$ cat src/rtl/core/scr_pkg.sv
package scr_pkg;

  localparam int TABLE_ENTRIES = 256;
  localparam int STATE_COUNT   = 256;

  localparam int AW = $clog2(TABLE_ENTRIES);
  localparam int UW = $clog2(TABLE_ENTRIES + 1);
  localparam int SW = $clog2(STATE_COUNT);
  localparam int CW = $clog2(STATE_COUNT + 1);

  localparam logic [2:0] ST_OK        = 3'd0;
  localparam logic [2:0] ST_RESTART   = 3'd1;
  localparam logic [2:0] ST_CONFLICT  = 3'd2;
  localparam logic [2:0] ST_FULL      = 3'd3;
  localparam logic [2:0] ST_EXHAUSTED = 3'd4;

  localparam logic FUNC_STEP   = 1'b0;
  localparam logic FUNC_DEFINE = 1'b1;

  typedef struct packed {
    logic        func;
    logic [7:0]  symbol;
    logic        symbol_is_default;
    logic        seq_last;
    logic [15:0] def_mods;
    logic [15:0] def_key;
  } in_beat_t;

  typedef struct packed {
    logic [15:0] mods;
    logic [15:0] out_key;
    logic [7:0]  next_state;
    logic [2:0]  status;
  } out_beat_t;

  typedef struct packed {
    logic [SW-1:0] src;
    logic [7:0]    sym;
    logic          dflt;
    logic [SW-1:0] dst;
    logic [15:0]   mods;
    logic [15:0]   key;
  } entry_t;

  typedef struct packed {
    logic          we;
    logic [AW-1:0] waddr;
    entry_t        wdata;
    logic          re;
    logic [AW-1:0] raddr;
  } mem_req_t;

endpackage

$ cat src/rtl/core/scr_ctrl.sv
module scr_ctrl (
  input  logic               clk,
  input  logic               rst_n,
  input  logic               in_valid,
  output logic               in_stall,
  input  scr_pkg::in_beat_t  in_data,
  output logic               out_valid,
  input  logic               out_stall,
  output scr_pkg::out_beat_t out_data,
  output scr_pkg::mem_req_t  mem_req,
  input  scr_pkg::entry_t    mem_rdata
);
  import scr_pkg::*;

  typedef enum logic [2:0] {
    S_IDLE    = 3'b001,
    S_SCAN    = 3'b010,
    S_RESOLVE = 3'b100
  } fsm_t;

  fsm_t          state_r, state_nxt;
  in_beat_t      in_r;
  logic [UW-1:0] used_r, used_nxt;
  logic [UW-1:0] scan_idx_r, scan_idx_nxt;
  logic          pend_r, pend_nxt;
  logic [CW-1:0] counter_r, counter_nxt;
  logic [SW-1:0] parser_r, parser_nxt;
  logic [SW-1:0] cursor_r, cursor_nxt;
  logic          skip_r, skip_nxt;
  logic          hit_a_r, hit_b_r;
  entry_t        ent_a_r, ent_b_r;
  logic          out_valid_r, out_valid_nxt;
  out_beat_t     out_data_r, out_data_nxt;

  logic          accept, issue, fire, full;
  logic          dflt_a, match_a, match_b;
  logic [SW-1:0] src_w;
  logic [SW+7:0] wide_state;

  assign accept   = in_valid && !in_stall;
  assign in_stall = (state_r != S_IDLE);
  assign issue    = (state_r == S_SCAN) && (scan_idx_r < used_r);
  assign fire     = (state_r == S_RESOLVE) && !(out_valid_r && out_stall);
  assign full     = (used_r == UW'(TABLE_ENTRIES));

  // search keys: exact (or define key) and default branch
  assign src_w   = (in_r.func == FUNC_DEFINE) ? cursor_r : parser_r;
  assign dflt_a  = (in_r.func == FUNC_DEFINE) && in_r.symbol_is_default;
  assign match_a = pend_r && (mem_rdata.src == src_w) && (mem_rdata.dflt == dflt_a) &&
                   (dflt_a || (mem_rdata.sym == in_r.symbol));
  assign match_b = pend_r && (in_r.func == FUNC_STEP) && (mem_rdata.src == src_w) &&
                   mem_rdata.dflt;

  always_comb begin
    state_nxt     = state_r;
    scan_idx_nxt  = scan_idx_r;
    pend_nxt      = issue;
    used_nxt      = used_r;
    counter_nxt   = counter_r;
    parser_nxt    = parser_r;
    cursor_nxt    = cursor_r;
    skip_nxt      = skip_r;
    out_valid_nxt = out_valid_r && out_stall;
    out_data_nxt  = out_data_r;
    mem_req       = '0;
    mem_req.re    = issue;
    mem_req.raddr = scan_idx_r[AW-1:0];
    mem_req.waddr = used_r[AW-1:0];
    mem_req.wdata.src  = cursor_r;
    mem_req.wdata.sym  = in_r.symbol_is_default ? 8'd0 : in_r.symbol;
    mem_req.wdata.dflt = in_r.symbol_is_default;
    mem_req.wdata.dst  = '0;
    mem_req.wdata.mods = '0;
    mem_req.wdata.key  = '0;
    out_data_nxt.mods    = '0;
    out_data_nxt.out_key = '0;
    out_data_nxt.status  = ST_OK;

    unique case (state_r)
      S_IDLE: begin
        if (accept) begin
          state_nxt    = S_SCAN;
          scan_idx_nxt = '0;
        end
      end
      S_SCAN: begin
        if (issue) begin
          scan_idx_nxt = scan_idx_r + UW'(1);
        end else begin
          state_nxt = S_RESOLVE;
        end
      end
      S_RESOLVE: begin
        if (fire) begin
          state_nxt = S_IDLE;
          if (in_r.func == FUNC_DEFINE) begin
            if (skip_r) begin
              if (in_r.seq_last) begin
                skip_nxt   = 1'b0;
                cursor_nxt = '0;
              end
            end else if (in_r.seq_last) begin
              cursor_nxt = '0;
              if (hit_a_r) begin
                out_data_nxt.status = ST_CONFLICT;
              end else if (full) begin
                out_data_nxt.status = ST_FULL;
              end else begin
                mem_req.we         = 1'b1;
                mem_req.wdata.mods = in_r.def_mods;
                mem_req.wdata.key  = in_r.def_key;
                used_nxt           = used_r + UW'(1);
              end
            end else if (hit_a_r) begin
              cursor_nxt = ent_a_r.dst;
            end else if (full) begin
              out_data_nxt.status = ST_FULL;
              skip_nxt            = 1'b1;
            end else if (counter_r >= CW'(STATE_COUNT)) begin
              out_data_nxt.status = ST_EXHAUSTED;
              skip_nxt            = 1'b1;
            end else begin
              mem_req.we        = 1'b1;
              mem_req.wdata.dst = counter_r[SW-1:0];
              used_nxt          = used_r + UW'(1);
              cursor_nxt        = counter_r[SW-1:0];
              counter_nxt       = counter_r + CW'(1);
            end
          end else begin
            if (hit_a_r) begin
              out_data_nxt.mods    = ent_a_r.mods;
              out_data_nxt.out_key = ent_a_r.key;
              parser_nxt           = ent_a_r.dst;
            end else if (hit_b_r) begin
              out_data_nxt.mods    = ent_b_r.mods;
              out_data_nxt.out_key = ent_b_r.key;
              parser_nxt           = ent_b_r.dst;
            end else begin
              out_data_nxt.status = ST_RESTART;
              parser_nxt          = '0;
            end
          end
          out_valid_nxt = 1'b1;
        end
      end
      default: begin
        state_nxt = S_IDLE;
      end
    endcase

    wide_state = {8'd0, (in_r.func == FUNC_DEFINE) ? cursor_nxt : parser_nxt};
    if (fire) begin
      out_data_nxt.next_state = wide_state[7:0];
    end else begin
      out_data_nxt = out_data_r;
    end
  end

  always_ff @(posedge clk) begin
    if (!rst_n) begin
      state_r     <= S_IDLE;
      used_r      <= '0;
      scan_idx_r  <= '0;
      pend_r      <= 1'b0;
      counter_r   <= CW'(1);
      parser_r    <= '0;
      cursor_r    <= '0;
      skip_r      <= 1'b0;
      hit_a_r     <= 1'b0;
      hit_b_r     <= 1'b0;
      out_valid_r <= 1'b0;
    end else begin
      state_r     <= state_nxt;
      used_r      <= used_nxt;
      scan_idx_r  <= scan_idx_nxt;
      pend_r      <= pend_nxt;
      counter_r   <= counter_nxt;
      parser_r    <= parser_nxt;
      cursor_r    <= cursor_nxt;
      skip_r      <= skip_nxt;
      out_valid_r <= out_valid_nxt;
      if (accept) begin
        hit_a_r <= 1'b0;
        hit_b_r <= 1'b0;
      end else begin
        if (match_a) hit_a_r <= 1'b1;
        if (match_b) hit_b_r <= 1'b1;
      end
    end
  end

  always_ff @(posedge clk) begin
    if (accept) begin
      in_r <= in_data;
    end
    if (match_a) begin
      ent_a_r <= mem_rdata;
    end
    if (match_b) begin
      ent_b_r <= mem_rdata;
    end
    out_data_r <= out_data_nxt;
  end

  assign out_valid = out_valid_r;
  assign out_data  = out_data_r;

  a_used_bound: assert property (@(posedge clk) disable iff (!rst_n)
    used_r <= UW'(TABLE_ENTRIES))
    else $error("fill count beyond table size");

  a_counter_bound: assert property (@(posedge clk) disable iff (!rst_n)
    counter_r <= CW'(STATE_COUNT) && counter_r != '0)
    else $error("state counter out of range");

  a_write_in_resolve: assert property (@(posedge clk) disable iff (!rst_n)
    mem_req.we |-> (state_r == S_RESOLVE) && !mem_req.re)
    else $error("table write outside resolve");

  a_accept_scan: assert property (@(posedge clk) disable iff (!rst_n)
    accept |=> (state_r == S_SCAN) && !hit_a_r && !hit_b_r)
    else $error("accepted beat did not start a clean scan");

  a_pend_scan: assert property (@(posedge clk) disable iff (!rst_n)
    pend_r |-> (state_r == S_SCAN))
    else $error("read data pending outside scan");

endmodule

$ cat config.mk
export PLATFORM = sky130hd
export DESIGN_NAME = scr_ctrl
export DESIGN_NICKNAME = d
export VERILOG_FILES = /design/src/rtl/core/scr_pkg.sv /design/src/rtl/core/scr_ctrl.sv
export SDC_FILE = /design/constraint.sdc
export NUM_CORES = 1
export LEC_CHECK = 0
export ABC_CLOCK_PERIOD_IN_PS = 8690
export BUFFER_PORTS_ARGS = -buffer_cell sky130_fd_sc_hd__clkbuf_2
export CORE_AREA = 2 2 166 103
export CTS_BUF_LIST = sky130_fd_sc_hd__clkbuf_16
export CTS_CLUSTER_DIAMETER = 80
export DETAILED_ROUTE_END_ITERATION = 8
export DIE_AREA = 0 0 168 105
export MAX_ROUTING_LAYER = met4
export PLACE_DENSITY = 0.83
export SLEW_MARGIN = 20
export SYNTH_ARGS = -nofsm -noshare
export SYNTH_HDL_FRONTEND = slang
export SYNTH_SLANG_ARGS = --single-unit
$ cat constraint.sdc
create_clock -name clk -period 8.69 [get_ports clk]
set_input_delay 1.3035 -clock clk [delete_from_list [all_inputs] [get_ports clk]]
set_output_delay 1.3035 -clock clk [all_outputs]
set_load 0.02 [all_outputs]
==> out/results.txt <==
Status: completed
Die Wd: 168 um
Met1 global-route usage: 33.5%
Clock power share: 40.9%
Sequential area share after synthesis: 66.9%
Syn nets: 805
Worst-path cell chain: clkbuf_2 -> and2_1 -> nor4_2 -> and3_1 -> clkbuf_2
Final cycle utilization of the critical path: 50.4%
Area Overhead vs Synth: 20.9%
Final core occ: 67.9%
NetSw: 453 uW
Number of global-route vias before repair: 5836
Reg clk slew, reported paths: 0.06 ns
Post-synth top flop: edfxtp_1
Critical path's largest stage delay: 0.94 ns
Arrival time at the worst endpoint: 3.08 ns
Number of port buffers: 223
Asr flop ratio synth: 0%
Clock latency on the worst-skew pair: 0.50 ns
Clock buffer depth: 3
Worst Path Max Fanout: 15
Starting DRT DRC Count: 614
PwrDens: 197 mW/mm^2
Sw Ratio: 21.2%
Most frequent CP cell: clkbuf_2
Leakage Power: 4.23 nW
Yosys cell types: 53
Peak VDD IR: 0.000185 V
Final hold violations: 0
Count of hold buffers inserted by post-cts repair: 0
GRT busiest layer: met2
Clock Sink Count: 217
CTS root buffer: clkbuf_16
Top Family by Delay on Critical Path: simple AND/OR/NAND/NOR gates
Core area: 0.0160 mm^2
P_int: 1.68 mW
RSZ-0062 raised after global routing: no
Routability Congestion: 0.816
Post-DP HPWL: 13600 um
Initial core utilization: 56.1%
Cts bufs inserted: 21
GR Util All Layers: 23.4%
Post-CTS Repair Setup Buffers: 0
Largest net degree at the start of global routing: 55
Die Height: 105 um
H-tree level count: 1
WP data required: 7.39 ns
Worst slew pin tran: 1.06 ns
Post-synth EDFFs: 166
Met3 Usage GRT: 4.89%
Met2 usage: 34.2%
Worst Skew: 0.0132 ns
Critical Path End Type: output port
Vias/cell: 5.58
Comb pwr share: 5.0%
Crit-path slowest cell: nor4_2
Vias: 6239
Hold WC Path Type: reg2reg
Final worst path period need: 4.38 ns
Share of post-route cells with drive strength above 1: 31.4%
Setup TNS: 0 ns
Remaining global-route overflow: 0
Max-slew violation count: 0
Seq cells post-synth: 217
Initial antenna violation count: 0
Cell row count: 36
Antenna-violating nets left: 0
Residual DRC: 0
First-pass GRT wire length: 31600 um
Sequential power share: 54.2%
Nets@finish: 1011
Rel. slew slack: 28.5%
Router iterations before antenna repair: 5
Mean routed wirelength per cell: 18.2 um
PostCTS Resize Cnt: 0
Synth warn: 0
CP bufs+invs: 2
CTS tree: built
IO Pins: 224
Startpoint types: primary input
FMAX: 228 MHz
Max-Cap Viols: 0
Syn Area/Cell: 13.0 um^2
Final setup vio count: 0
Final wirelength: 20300 um
Die area: 0.0176 mm^2
N_diodes: 0
Post-Syn Area: 0.00898 mm^2
Cell count after synthesis: 689
Crit Path Class: in2out
-- state kept, by name, indices dropped and copies added, names as in the netlist, 3 cells and up --
| register | flops |
|---|---|
| scan_idx_r | 9 |
| counter_r | 9 |
| out_data | 43 |
| ent_a_r | 40 |
| used_r | 9 |
| in_r | 42 |
| cursor_r | 8 |
| parser_r | 8 |
| ent_b_r | 40 |
| state_r | 3 |
-- cells by family after synthesis --
kind of cell | share of synthesized area (%)
xor+xnor | 2.44
compound gates | 9.58
buf+inv | 3.74
fa+ha+maj | 1.67
flops | 66.9
simple gates | 13.3
mux | 2.36
-- path summary, 6_finish.rpt --
path | cells after the start | start | end | slack [ns]
worst max-delay path | 5 | out_stall | mem_req[41] | 4.31
worst min-delay path | 2 | scan_idx_r[8] | scan_idx_r[8] | 0.47
worst max register to register | 7 | in_r[42] | ent_a_r[6] | 5.71
worst min register to register | 2 | scan_idx_r[8] | scan_idx_r[8] | 0.47
-- worst register-to-register path: cells and delay by family, from the launching register on --
kind                   cells  cell delay, ns
multiplexers               1            0.31
buffers and inverters      2            0.80
flip-flops                 1            0.32
XOR/XNOR                   1            0.09
AND/OR/NAND/NOR            2            0.81
AO/OA/AOI/OAI              1            0.25
-- placed cells by master, fill, tap and decap left out, drive strengths merged, types with 2 or more instances in the layout --
cell type	count
a21oi	26
a22o	8
a22oi	40
a31o	2
and2	38
and3	11
buf	12
bufinv	2
clkbuf	244
clkinv	12
dfxtp	51
edfxtp	166
ha	12
inv	17
mux2i	20
nand2	37
nand2b	2
nand3	13
nand4	14
nor2	66
nor2b	12
nor3	7
nor3b	3
nor4	6
nor4b	3
o211ai	3
o21ai	11
o221ai	8
o2bb2ai	8
o31ai	5
or2	2
or3	8
or4	3
xnor2	14
xor2	11
-- routing by layer --
metal	share of wire (%)	wire [um]	vias to the layer above
li1	-	-	2972
met1	45	9080	2959
met2	45	9180	271
met3	8.2	1680	37
met4	2.0	399	0
met5	0	0	-
-- area by class of cell --
cell class | instances | area [um^2]
Sequential cell | 217 | 6010
Fill cell | 1154 | 5140
Multi-Input combinational cell | 405 | 2670
Timing Repair Buffer | 235 | 1210
Clock buffer | 21 | 526
Tap cell | 209 | 262
Clock inverter | 16 | 129
Inverter | 15 | 56.3
-- stage by stage --
step	hold slack [ns]	std cells	power [mW]	instance area (um^2)	worst slack (ns)
2_1_floorplan	0.440	689	1.23	8980	3.73
3_3_place_gp	0.459	1081	1.28	10200	4.38
3_5_place_dp	0.472	1081	1.29	10200	4.34
4_1_cts	0.481	1118	2.15	10900	4.34
5_1_grt	0.502	1118	2.21	10900	4.17
6_report	0.475	1118	2.14	10900	4.31
-- cells in the mapped netlist (4+ instances only) --
cell       number  area [um^2]
a22o_1          8         70.1
nand2_1        37          139
o21ai_0        11         55.1
nor4_1          4         25.0
inv_1          15         56.3
ha_1           12          150
and2_1         38          238
nor2_1         66          248
nand4_1        14         87.6
a21oi_1        26          130
o2bb2ai_1       8         70.1
edfxtp_1      166         4980
dfxtp_1        51         1020
and3_1         11         68.8
xnor2_1        14          123
o31ai_1         5         37.5
mux2i_1        20          200
o221ai_1        8         70.1
a22oi_1        40          300
nor2b_1        12         75.1
clkbuf_1       28          105
or3_1           7         43.8
nor3_1          6         30.0
xor2_1         11         96.3
nand3_1        13         65.1
buf_4          18          135
-- power by group through the flow --
stage	clock [mW]	sequential, mW	combinational [mW]
after floorplan	0	1.18	0.0564
after global placement	0	1.18	0.104
after detailed placement	0	1.18	0.106
after CTS	0.888	1.16	0.107
after global routing	0.930	1.16	0.116
final	0.873	1.16	0.107
(Power assumes the default switching activity.)
